File: src/hdl/fbe_pkg.sv
// fbe_pkg: shared types, action codes and constants for the function block evaluator
// used by fbe_ctrl, fbe_datapath and function_block_evaluator_unit
package fbe_pkg;

    localparam int NODE_COUNT  = 256;
    localparam int NODE_W      = $clog2(NODE_COUNT);
    localparam int MAX_SOURCES = 8;
    localparam int SRC_W       = $clog2(MAX_SOURCES);
    localparam int VALUE_W     = 32;
    localparam logic [VALUE_W-1:0] ALL_ONES = 32'hFFFF_FFFF;

    typedef enum logic [3:0] {
        ACT_LAND    = 4'd0,
        ACT_LOR     = 4'd1,
        ACT_LNOT    = 4'd2,
        ACT_LXOR    = 4'd3,
        ACT_ADD     = 4'd4,
        ACT_SUB     = 4'd5,
        ACT_MUL     = 4'd6,
        ACT_DIV     = 4'd7,
        ACT_BAND    = 4'd8,
        ACT_BOR     = 4'd9,
        ACT_SHL     = 4'd10,
        ACT_SHR     = 4'd11,
        ACT_LOAD    = 4'd12,
        ACT_SETHOLD = 4'd13
    } action_t;

    localparam logic [1:0] KIND_NONE = 2'd0;
    localparam logic [1:0] KIND_BOOL = 2'd1;
    localparam logic [1:0] KIND_NUM  = 2'd2;

    typedef enum logic [3:0] {
        ST_IDLE,
        ST_CLEAR,
        ST_RDDST,
        ST_RDSRC,
        ST_ACC,
        ST_MULW,
        ST_DIV,
        ST_WRITE,
        ST_OUT
    } state_t;

    // controller -> datapath
    typedef struct packed {
        logic              load_item;
        logic              clear_wr;
        logic [NODE_W-1:0] clear_addr;
        logic              rd_dst;
        logic              rd_src;
        logic [SRC_W-1:0]  src_sel;
        logic              acc_first;
        logic              acc_step;
        logic              mul_fin;
        logic              div_start;
        logic              div_step;
        logic              commit;
    } dp_cmd_t;

    // datapath -> controller
    typedef struct packed {
        logic [3:0]       action;
        logic [SRC_W:0]   count;
        logic             div_done;
    } dp_stat_t;

endpackage

File: src/hdl/fbe_ctrl.sv
// fbe_ctrl: sequencer for store clear, source reads, reduction, divide and result
// depends on fbe_pkg
module fbe_ctrl
    import fbe_pkg::*;
(
    input  logic     clk,
    input  logic     rst_n,
    input  logic     in_fire,
    output logic     in_ready,
    input  logic     out_taken,
    output logic     out_valid,
    input  dp_stat_t stat,
    output dp_cmd_t  cmd
);

    state_t            state_reg, state_next;
    logic [NODE_W:0]   cnt_reg, cnt_next;
    logic              busy_out_reg, busy_out_next;

    always_ff @(posedge clk or negedge rst_n)
    begin
        if (!rst_n)
        begin
            state_reg    <= ST_CLEAR;
            cnt_reg      <= '0;
            busy_out_reg <= 1'b0;
        end
        else
        begin
            state_reg    <= state_next;
            cnt_reg      <= cnt_next;
            busy_out_reg <= busy_out_next;
        end
    end

    always_comb
    begin
        state_next    = state_reg;
        cnt_next      = cnt_reg;
        busy_out_next = busy_out_reg;
        cmd           = '0;
        cmd.clear_addr = cnt_reg[NODE_W-1:0];
        cmd.src_sel    = cnt_reg[SRC_W-1:0];
        in_ready      = 1'b0;
        if (busy_out_reg && out_taken)
            busy_out_next = 1'b0;
        case (state_reg)
            ST_CLEAR:
            begin
                cmd.clear_wr = 1'b1;
                cnt_next     = cnt_reg + 1'b1;
                if (cnt_reg == (NODE_W+1)'(NODE_COUNT - 1))
                begin
                    cnt_next   = '0;
                    state_next = ST_IDLE;
                end
            end
            ST_IDLE:
            begin
                in_ready = 1'b1;
                if (in_fire)
                begin
                    cmd.load_item = 1'b1;
                    state_next    = ST_RDDST;
                end
            end
            ST_RDDST:
            begin
                cmd.rd_dst  = 1'b1;
                cmd.rd_src  = 1'b1;
                cmd.src_sel = '0;
                cnt_next    = '0;
                state_next  = ST_ACC;
            end
            ST_RDSRC:
            begin
                cmd.rd_src = 1'b1;
                state_next = ST_ACC;
            end
            ST_ACC:
            begin
                // cnt holds the index of the source just read
                if (cnt_reg == '0)
                    cmd.acc_first = 1'b1;
                else
                    cmd.acc_step = 1'b1;
                if (action_t'(stat.action) == ACT_MUL && cnt_reg != '0)
                    state_next = ST_MULW;
                else
                    state_next = ST_WRITE;
                if (action_t'(stat.action) == ACT_SUB || action_t'(stat.action) == ACT_DIV)
                begin
                    if (cnt_reg == '0)
                    begin
                        cnt_next   = (NODE_W+1)'(1);
                        state_next = ST_RDSRC;
                    end
                    else if (action_t'(stat.action) == ACT_DIV)
                        state_next = ST_DIV;
                end
                else if (action_t'(stat.action) != ACT_MUL &&
                         (NODE_W+1)'(cnt_reg + 1) < (NODE_W+1)'(stat.count))
                begin
                    cnt_next   = cnt_reg + 1'b1;
                    state_next = ST_RDSRC;
                end
                if (action_t'(stat.action) == ACT_MUL && cnt_reg == '0 &&
                    (NODE_W+1)'(stat.count) > (NODE_W+1)'(1))
                begin
                    cnt_next   = (NODE_W+1)'(1);
                    state_next = ST_RDSRC;
                end
            end
            ST_MULW:
            begin
                cmd.mul_fin = 1'b1;
                if ((NODE_W+1)'(cnt_reg + 1) < (NODE_W+1)'(stat.count))
                begin
                    cnt_next   = cnt_reg + 1'b1;
                    state_next = ST_RDSRC;
                end
                else
                    state_next = ST_WRITE;
            end
            ST_DIV:
            begin
                if (cnt_reg == (NODE_W+1)'(1))
                begin
                    cmd.div_start = 1'b1;
                    cnt_next      = (NODE_W+1)'(2);
                end
                else if (stat.div_done)
                    state_next = ST_WRITE;
                else
                    cmd.div_step = 1'b1;
            end
            ST_WRITE:
            begin
                // result register must be free before it is overwritten
                if (!busy_out_reg || out_taken)
                begin
                    cmd.commit    = 1'b1;
                    busy_out_next = 1'b1;
                    state_next    = ST_IDLE;
                end
            end
            default: state_next = ST_IDLE;
        endcase
    end

    assign out_valid = busy_out_reg;

    a_commit_free: assert property (@(posedge clk) disable iff (!rst_n)
        cmd.commit |-> (!busy_out_reg || out_taken))
        else $error("result overwritten before transfer");
    a_no_accept_busy: assert property (@(posedge clk) disable iff (!rst_n)
        in_fire |-> state_reg == ST_IDLE)
        else $error("item accepted while busy");
    a_commit_valid: assert property (@(posedge clk) disable iff (!rst_n)
        cmd.commit |=> out_valid)
        else $error("result not presented after commit");

endmodule

File: config.mk
export PLATFORM = sky130hd
export DESIGN_NAME = fbe_ctrl
export DESIGN_NICKNAME = d
export VERILOG_FILES = /design/src/hdl/fbe_pkg.sv /design/src/hdl/fbe_ctrl.sv
export SDC_FILE = /design/constraint.sdc
export NUM_CORES = 1
export LEC_CHECK = 0
export ABC_AREA = 1
export BUFFER_PORTS_ARGS = -buffer_cell sky130_fd_sc_hd__buf_2
export CORE_ASPECT_RATIO = 0.8
export CORE_MARGIN = 4
export CORE_UTILIZATION = 30
export DETAILED_ROUTE_END_ITERATION = 8
export SYNTH_ARGS = -nofsm -noshare
export SYNTH_HDL_FRONTEND = slang
export SYNTH_SLANG_ARGS = --single-unit
File: constraint.sdc
create_clock -name clk -period 2.6 [get_ports clk]
set_clock_uncertainty 0.05 [all_clocks]
set_input_delay 0.39 -clock clk [delete_from_list [all_inputs] [get_ports clk]]
set_output_delay 0.39 -clock clk [all_outputs]
set_load 0.05 [all_outputs]
# == Yosys cells after proc, flatten, opt, wreduce, memory -nomap -nowiden ==
# Cells that the tools add are included.
# classes
n_addsub,2
order_cmp,2
n_eq_ne,22
n_mux,41
n_reduce_logical,15
# ops
operator,count
2-to-1 mux 9 bit,7
one-hot mux 9 bit (5 select lines),1
2-to-1 mux 4 bit,10
== test 4 x 3 -> 1 bit (second input constant),7
one-hot mux 4 bit (7 select lines),1
adder 9 x 1 -> 9 bit (second input constant),2
2-to-1 mux 1 bit,17
inequality test 2 bit (second input constant),7
AND reduction 5 bit,2
== test 9 x 1 -> 1 bit (second input constant),1
== test 9 x 8 -> 1 bit (second input constant),1
logical NOT 9 bit,1
< comparator 9 x 4 -> 1 bit,1
nonzero test 9 bit,1
== test 4 x 2 -> 1 bit (second input constant),2
inequality test 4 bit (second input constant),2
2-to-1 mux 2 bit,3
2-to-1 mux 3 bit,2
logical AND 1 bit,5
nonzero test 5 bit,1
== test 4 x 1 -> 1 bit (second input constant),1
> comparator 4 x 1 -> 1 bit (second input constant),1
logical NOT 4 bit,1
inequality test 4 x 3 -> 1 bit (second input constant),1
3 further kinds,4
# word_totals
ff_bits,14
in_bits,13
output_inout_bits,23
elab_cells,85

# == Depth between registers and ports, before layout ==
# Gate-level depths: netlist (run 1).
# depth
ltp_word,8
mapped_depth,17

# == Least setup slack after synthesis (run 1) ==
# Ideal clock, no wire load.
# synth_timing
path_type,register -> register
start,reg state_reg[0]
end,reg state_reg[1]
setup_ns,0.117
t_arrival_ns,2.381
slack_ns,0.052
stages_incl_launch_ff,11
period_less_slack_ns,2.548
path_cell_list,dfstp_2 -> buf_4 -> inv_1 -> nor3_1 -> nand2_1 -> o21ai_0 -> a211oi_1 -> nand2_1 -> inv_1 -> nand2_1 -> nand2_1
# synth_via
elab_chain_len,3
word_cells_on_any_way,16
cone_classes,12 x eq/ne; 1 x mux; 3 x reduce/logical
# synth_lines
item,line,source
from (decl),fbe_ctrl.sv:16,"state_t state_reg, state_next;"
from (signal assigned),fbe_ctrl.sv:30,state_reg <= state_next;
== test 4 x 2 -> 1 bit (tied with other cells),fbe_ctrl.sv:47,case (state_reg)
OR reduction 2 bit (no source line) / inequality test 2 bit (equally long branches),-,
one-hot mux 4 bit (7 select lines) / AND reduction 5 bit (equally long branches),-,
# Parallel ways exist; a longest one is shown, timed or not.
# A chain may end at the register's enable or synchronous reset.

# == Worst setup path in the final report (run 1) ==
# layout_timing
start,reg cnt_reg[0]
end,reg cnt_reg[8]
# layout_via
elab_chain_len,5
word_cells_on_any_way,20
cone_classes,2 x add/sub; 1 x order compare; 6 x eq/ne; 6 x mux; 5 x reduce/logical
# layout_lines
item,line,source
from (decl),fbe_ctrl.sv:17,"logic [NODE_W:0] cnt_reg, cnt_next;"
from (signal assigned),fbe_ctrl.sv:31,cnt_reg <= cnt_next;
adder 9 x 1 -> 9 bit / logical NOT 9 bit (equally long branches),-,
< comparator 9 x 4 -> 1 bit (tied with other cells),"fbe_ctrl.sv:102, fbe_ctrl.sv:117",
logical AND 1 bit (tied with other cells),fbe_ctrl.sv:101,else if (action_t'(stat.action) != ACT_MUL &&
inequality test 4 bit (no source line) / 2-to-1 mux 9 bit (equally long branches),-,
AND reduction 5 bit (no source line) / one-hot mux 9 bit (5 select lines) (equally long branches),-,
# Parallel ways exist; a longest one is shown, timed or not. The select of a mux whose other input is x is not followed.

==> results of run 1 <==
==> routing by layer <==
metal	wire length, um	track usage (%)
met5	0	0
met2	1680	20.5
met4	29	4.09
met1	2110	21.9
met3	415	1.26
==> per-stage QoR <==
stage	utilization, %	power, mW	instance area (um2)
after global placement	36.1	0.231	1720
after global routing	37.8	0.433	1800
after detailed placement	36.1	0.231	1720
final	37.8	0.410	1800
after floorplan	-	0.216	1530
after CTS	37.3	0.414	1770
==> cells in the final DEF (no fill, tap or decap), drive strengths merged, types with 4 or more instances in the layout <==
master,count
nand2,78
inv,47
buf,39
clkbuf,4
ha,8
o21ai,5
nor3,7
nor2,28
o211ai,6
dfrtp,12
nand3,36
==> power by group <==
group / switching, mW / internal, mW / total (mW)
Clock: 0.0732 / 0.108 / 0.181
Sequential: 0.0000000000000000283 / 0.202 / 0.202
Combinational: 0.0153 / 0.0109 / 0.0262
Total: 0.0885 / 0.322 / 0.410
==> kinds of logic (layout without fill, tap and decap cells) <==
group / count (synthesis) / in the layout / synth area share (%)
flip-flops: 13 / 13 / 21.4
AO/OA/AOI/OAI: 15 / 15 / 6.81
buffers and inverters: 58 / 91 / 17.2
adder cells (fa/ha/maj): 8 / 8 / 6.56
AND/OR/NAND/NOR: 152 / 153 / 47.4
XOR/XNOR: 1 / 1 / 0.574
==> final timing paths <==
kind                             from            to  slack, ns  cells past startpoint
setup / recovery           cnt_reg[0]    cnt_reg[8]       0.17                     16
hold / removal              out_taken     out_valid       0.36                      4
setup reg to reg           cnt_reg[0]    cnt_reg[8]       0.17                     16
hold reg to reg            cnt_reg[8]    cnt_reg[8]       0.51                      2
max in group asynchronous       rst_n  state_reg[0]       1.68                      2
min in group asynchronous       rst_n    cnt_reg[0]       0.53                      2
==> worst register-to-register path, cell delays in order, from the launching register on <==
cell and delay [ns]:
dfrtp_1 0.38, ha_2 0.21, nand2_1 0.07, inv_2 0.06
nand2_2 0.08, nor3_2 0.05, ha_1 0.28, inv_2 0.04
or2_2 0.26, nor2_1 0.13, nand2_2 0.07, nor2_4 0.09
nand3_1 0.12, nand2_4 0.15, nand3_2 0.15, nand2_1 0.09
nand2_1 0.05
==> timing repair <==
action,CTS,global route
hold buffers,1,0
hold endpoints to repair,12,0
setup endpoints to repair,0,10
gates resized for setup,0,5
==> final cells by class <==
| cell class | count | area, um2 | area share, % |
|---|---|---|---|
| multi-input cells | 177 | 961 | 53.4 |
| well taps | 60 | 75.1 | 4.17 |
| clock buffers | 4 | 45.0 | 2.50 |
| flip-flops and latches | 13 | 328 | 18.2 |
| inverters | 47 | 176 | 9.80 |
| repair buffers | 40 | 215 | 12.0 |
==> flow_summary.toml, run 1 <==
[global_route]
antenna_found_initial = 0
grt_remaining_overflow = 0
grt_pass1_vias = 1515
grt_pass1_wl_um = 7070
grt_usage_pct = 14.1
grt_max_degree = 14

[synth]
synth_edf_count = 0
avgSynthCellArea_um2 = 6.17
synth.area.top_cells = "dfrtp_1 (20%), nand2_1 (16%), nand3_1 (11%), inv_1 (9.8%), ha_1 (6.6%)"
ys_seq_elements = 13
ys_types = 26
syn_area_um2 = 1530
syn-num-nets = 268
synth_async_sr_flop_share_pct = 100
yosysWarnings = 0
seq_area_frac_synth_pct = 21.4
netlist.area_leader.share_pct = 19.7
synth.most_common_cell = "nand2_1"
yosys.area.top_type = "dfrtp_1"
synthCells = 247
synth_common_cells = "nand2_1 (67), inv_1 (40), nand3_1 (32), nor2_1 (22), dfrtp_1 (12)"
synthFlopType = "dfrtp_1"

[cts]
clkLatencyLatePin_ns = 0.24
tritoncts = "yes"
cts_buffer_depth = 2
htree_levels = 1
cts-buffers-inserted = 3
path_clk_slew_ns = 0.06
cts_setup_buffers = 0
cts_root_buf = "clkbuf_8"
cts_sinks = 13

[setup_path]
cp_common_cell = "nand2_1"
worst-path-buf-inv = 2
worst_path_max_delay_cell = "dfrtp_1"
start_kind = "flop"
critical-path-top-delay-family = "simple AND/OR/NAND/NOR gates"
arrival_ns = 2.51
crit_required_ns = 2.68
path_max_fanout = 7
slowest_delay_ns = 0.38
end_kind = "flop"
crit_type = "reg2reg"
path_cells = "ha_2, nand2_1, inv_2, nand2_2, nor3_2, ha_1, inv_2, or2_2, nor2_1, nand2_2, nor2_4, nand3_1, nand2_4, nand3_2, nand2_1, nand2_1"

[die]
initial_utilization_pct = 32.0
core_area_um2 = 4760
die_y_um = 71.8
fp-row-count = 22
io_pins = 36
die_area_um2 = 6300
die_w_um = 87.7

[drt]
vias = 1623
wl_um = 4230
antenna_left = 0
drtPass1Iterations = 4
wl_per_cell_um = 12.4
drc = 0
routed_via_density = 4.76
drt_iter0_markers = 94

[place]
place_ws_ns = 0.127
globalplace.congestion = 0.883
dp_cells = 335
io_buffer_count = 35
dpl.hpwl_um = 3480

[timing]
max_freq_mhz = 411
setup_ws_ns = 0.170
fin_crit_sh_pct = 93.5
timing.setup.tns_ns = 0
timing.final.max_slew_violations = 0
setup_violations = 0
fin_hold_ws_ns = 0.364
final-hold-violation-count = 0
max_slew.worst_pin.slew_ns = 0.490
fin_crit_ns = 2.43
relSlewSlack_pct = 67.1

[cells_and_area]
largest_register_ff_count = 9
syn2layout_area_growth_pct = 18.0
nNetsFinal = 303
drive_gt1_share_pct = 27.4
nFillCells = 544
finalNonFillerCells = 341
diodes = 0

[power]
ir_drop_mv = 0.127
power.leakage_nw = 1.08
power.density_nw_per_um2 = 228

[run]
drv_cap = 0

[worst_hold_path]
min_path_type = "in2reg"

[run_status]
status = "finished, final reports clean"
Power figures use the tool's default switching activity.
==> inputs of run 2 (changes only) <==
- ABC_AREA: 1 -> unset
- clock period: 2.6 -> 2.88 ns (I/O delays scaled with it)
==> flow_summary.toml, run 2 <==
[timing]
max_freq_mhz = 373
final-hold-violation-count = 0
timing.final.max_slew_violations = 0
rsz0062_at_grt = "false"
fin_crit_ns = 2.68
relSlewSlack_pct = 44.5
setup_violations = 0
max_slew.worst_pin.slew_ns = 0.822
timing.setup.tns_ns = 0
fin_crit_sh_pct = 93.2

[cts]
cts_root_buf = "clkbuf_8"
tritoncts = "yes"
htree_levels = 1
cts-buffers-inserted = 3
path_clk_slew_ns = 0.06
clkLatencyLatePin_ns = 0.25
cts_hold_buf = 0
cts_buffer_depth = 2
cts_sinks = 13

[synth]
netlist.area_leader.share_pct = 20.0
synth.most_common_cell = "nor2_1"
syn_area_um2 = 1500
synth_compound_area_share_pct = 23.0
synth_top_family_by_area = "simple AND/OR/NAND/NOR gates"
syn-num-nets = 205
synthFlopType = "dfrtp_1"
synth_xor_area_share_pct = 1.16
avgSynthCellArea_um2 = 8.17
synth.area.top_cells = "dfrtp_1 (20%), ha_1 (6.7%), nor2_1 (5.2%), buf_4 (4.5%), inv_1 (3.7%)"
synth_async_sr_flop_share_pct = 100
synth_common_cells = "nor2_1 (21), inv_1 (15), nand2_1 (15), dfrtp_1 (12)"
yosys.area_share.simple_pct = 33.6
yosys.area.top_type = "dfrtp_1"
synth_edf_count = 0
ys_types = 60
yosysWarnings = 0
seq_area_frac_synth_pct = 21.7
synthAdderAreaFrac_pct = 6.66
synthCells = 184
ys_seq_elements = 13
muxShareOfSynthArea_pct = 2.75

[setup_path]
start_kind = "flop"
crit_type = "reg2reg"
worst_path_max_delay_cell = "dfrtp_1"
reg2reg_to = "cnt_reg[1]"
arrival_ns = 2.77
r2r-start = "cnt_reg[1]"
path_max_fanout = 6
cp_common_cell = "buf_4"
path_cells = "buf_4, nand3_1, nand2b_4, nand2_1, ha_1, nor4b_4, a32o_2, o21ai_1, o31ai_2, buf_4, nand3_2, mux2_1"
slowest_delay_ns = 0.41
end_kind = "flop"
r2r_cells = 12
crit_required_ns = 2.97
r2r_slack_ns = 0.20

[place]
io_buffer_count = 35
globalplace.congestion = 0.851
dpl.hpwl_um = 3490

[drt]
antenna_left = 0
drc = 0
drtPass1Iterations = 4
drt_iter0_markers = 82
wl_um = 4460
routed_via_density = 5.36
vias = 1523
wl_per_cell_um = 15.7

[run]
drv_cap = 0

[power]
ir_drop_mv = 0.587
power.density_nw_per_um2 = 1360
power.leakage_nw = 0.892
total_power_mw = 2.53

[die]
die_y_um = 71.3
fp-row-count = 22
core_area_um2 = 4710
initial_utilization_pct = 32.0
io_pins = 36
die_area_um2 = 6220
die_w_um = 87.2

[cells_and_area]
nFillCells = 477
diodes = 0
nNetsFinal = 246
layout_commonest_cell = "buf_2"
syn2layout_area_growth_pct = 24.2
drive_gt1_share_pct = 37.1
largest_register_ff_count = 9
final_cell_mix = "buf_2 (35), nor2_1 (21), buf_4 (16)"
final_util_pct = 39.7

[global_route]
grt_pass1_wl_um = 7290
grt_usage_pct = 14.7
grt_remaining_overflow = 0
grt_pass1_vias = 1407
antenna_found_initial = 0
grt_max_degree = 15

[worst_hold_path]
min_path_type = "in2async"

[run_status]
status = "finished, final reports clean"
## run 2: logic make-up after synthesis
group / count (synthesis)
compound gates: 43
xor+xnor: 2
fa+ha+maj: 8
buf+inv: 31
flops: 13
mux: 4
simple gates: 83
## run 2: layout make-up
class	instances	area, um2	area share, %
clock buffer	4	45.0	2.41
inverter	15	56.3	3.01
multi-input combinational	140	1060	56.7
sequential	13	327	17.5
tap	60	75.1	4.02
timing repair buffer	52	307	16.4
## run 2: worst max-delay path, delay by kind of cell, from the launching register on
kind	cells	cell delay (ns)
DFF	1	0.41
adders and majority gates	1	0.23
and+or+nand+nor	5	0.63
buffers and inverters	2	0.35
muxes	1	0.31
AOI/OAI and AO/OA	3	0.58
## run 2: worst max-delay path by stage
stage,start,end,slack [ns],cells after the start
after floorplan,cnt_reg[0],cnt_reg[1],0.12,12
after CTS,cnt_reg[0],cnt_reg[1],0.05,12
final,cnt_reg[1],cnt_reg[1],0.20,12
after global routing,cnt_reg[0],cnt_reg[4],0.002,11
after global placement,cnt_reg[0],cnt_reg[1],0.18,12
after detailed placement,cnt_reg[0],cnt_reg[1],0.09,12
## run 2: through the flow
| stage | instances | area [um2] | worst slack (ns) | hold slack (ns) |
|---|---|---|---|---|
| floorplan | 184 | 1500 | 0.115 | 0.0864 |
| global placement | 278 | 1760 | 0.185 | 0.307 |
| detailed placement | 278 | 1760 | 0.0897 | 0.308 |
| CTS | 282 | 1800 | 0.0452 | 0.0396 |
| global route | 284 | 1870 | 0.00223 | 0.0454 |
| finish | 284 | 1870 | 0.196 | 0.0260 |
## run 2: where the power goes
group,internal [mW],switching (mW)
Combinational,0.714,1.27
Sequential,0.268,0.106
Clock,0.0983,0.0785
## run 2: per-layer routing
layer | part of all wire (%) | global-route usage [%]
met4 | 0.99 | 2.73
met2 | 43 | 21.3
met3 | 5.6 | 3.10
met1 | 51 | 22.5
met5 | 0 | 0
## run 2: repair_timing
item | in CTS | in global routing
setup endpoints to repair | 0 | 10
endpoints found under the hold margin | 0 | 0
gates resized for setup | 0 | 9
buffers inserted | 0 | 2
==> inputs of run 3 (changes only) <==
- CELL_PAD_IN_SITES_DETAIL_PLACEMENT: unset -> 1
- CELL_PAD_IN_SITES_GLOBAL_PLACEMENT: unset -> 1
- PLACE_DENSITY_LB_ADDON: unset -> 0.1
==> flow_summary.toml, run 3 (synthesized netlist as in run 2, its figures left out) <==
[run_status]
status = "finished, final reports clean"

[cells_and_area]
syn2layout_area_growth_pct = 23.6
nFillCells = 573
ff_latch_area_um2 = 327
final_util_pct = 39.5
nNetsFinal = 246
drive_gt1_share_pct = 36.6
stdcell_area_um2 = 1860
multi_input_area_um2 = 1050
largest_register_ff_count = 9
layout_commonest_cell = "buf_2"
final_cell_mix = "buf_2 (35), nor2_1 (21), buf_4 (16)"
diodes = 0

[power]
ir_drop_mv = 0.532
power.density_nw_per_um2 = 1390
power.leakage_nw = 0.891

[timing]
fin_hold_ws_ns = 0.0309
relSlewSlack_pct = 36.4
final-hold-violation-count = 0
timing.setup.tns_ns = 0
fin_crit_sh_pct = 94.8
setup_ws_ns = 0.150
setup_violations = 0
fin_crit_ns = 2.73
max_slew.worst_pin.slew_ns = 0.942
timing.final.max_slew_violations = 0
max_freq_mhz = 366

[drt]
wl_per_cell_um = 18.6
routed_via_density = 5.54
vias = 1573
antenna_left = 0
drt_iter0_markers = 87
drtPass1Iterations = 4
wl_um = 5280
drc = 0

[run]
drv_cap = 0

[die]
die_area_um2 = 6220
io_pins = 36
core_area_um2 = 4710
die_y_um = 71.3
initial_utilization_pct = 32.0
fp-row-count = 22
die_w_um = 87.2

[global_route]
grt_pass1_vias = 1541
grt_usage_pct = 17.5
antenna_found_initial = 0
grt_max_degree = 15
grt_remaining_overflow = 0
grt_pass1_wl_um = 8480

[setup_path]
r2r_cells = 11
end_kind = "flop"
crit_type = "reg2reg"
start_kind = "flop"
arrival_ns = 2.81
path_max_fanout = 7
crit_required_ns = 2.96

[cts]
cts_buffer_depth = 2
cts_sinks = 13
htree_levels = 1
cts_root_buf = "clkbuf_8"
path_clk_slew_ns = 0.06
clkLatencyLatePin_ns = 0.25
tritoncts = "yes"
cts-buffers-inserted = 3

[worst_hold_path]
min_path_type = "in2async"

[place]
place_ws_ns = 0.0283
io_buffer_count = 35
dpl.hpwl_um = 4150
postPlaceCellArea_um2 = 1760
globalplace.congestion = 0.834
[run 3: cell counts in the layout (fill, tap and decap cells not counted)]
Identical to the previous run, type by type.
[run 3: final cells by class]
class	instances	share of cell area, %
inverter	15	3.03
clock buffer	4	2.42
sequential	13	17.6
timing repair buffer	52	16.5
multi-input combinational	140	56.5
tap	60	4.04
[run 3: final timing paths]
path	from	to	slack, ns
setup reg to reg	cnt_reg[0]	cnt_reg[1]	0.15
max in group asynchronous	rst_n	state_reg[0]	2.45
hold / removal	rst_n	state_reg[1]	0.03
min in group clk	in_fire	state_reg[2]	0.45
hold reg to reg	out_valid	out_valid	0.52
setup / recovery	cnt_reg[0]	cnt_reg[1]	0.15
[run 3: routing by layer]
| metal | up-vias | routed length, um | track usage [%] |
|---|---|---|---|
| li1 | 748 | - | - |
| met1 | 787 | 2620 | 26.4 |
| met2 | 36 | 2450 | 26.6 |
| met3 | 2 | 171 | 1.49 |
| met4 | 0 | 39 | 4.60 |
| met5 | - | 0 | 0 |
[run 3: metrics by stage]
step	std cells	total power [mW]
2_1_floorplan	184	1.85
3_3_place_gp	278	2.28
3_5_place_dp	278	2.31
4_1_cts	282	2.50
5_1_grt	284	2.77
6_report	284	2.58
[run 3: critical path: stages, from the launching register on]
cell	delay (ns)
dfrtp_1	0.42
buf_6	0.15
inv_1	0.08
ha_1	0.33
ha_1	0.27
a21bo_2	0.20
a32o_2	0.15
o21ai_0	0.11
o31ai_2	0.30
buf_4	0.18
nand3_2	0.06
mux2_1	0.32
[run 3: what timing repair did]
action / in CTS / in global routing
setup endpoints to repair: 4 / 7
gates resized for setup: 1 / 7
pin swaps: 0 / 2
setup buffers: 0 / 2
hold buffers: 0 / 0
[run 3: report_power, final]
| part | leakage [nW] | internal (mW) | switching [mW] |
|---|---|---|---|
| combinational | 0.702 | 0.712 | 1.31 |
| clock | 0.0228 | 0.0981 | 0.0775 |
| sequential | 0.167 | 0.268 | 0.114 |
| total | 0.891 | 1.08 | 1.50 |
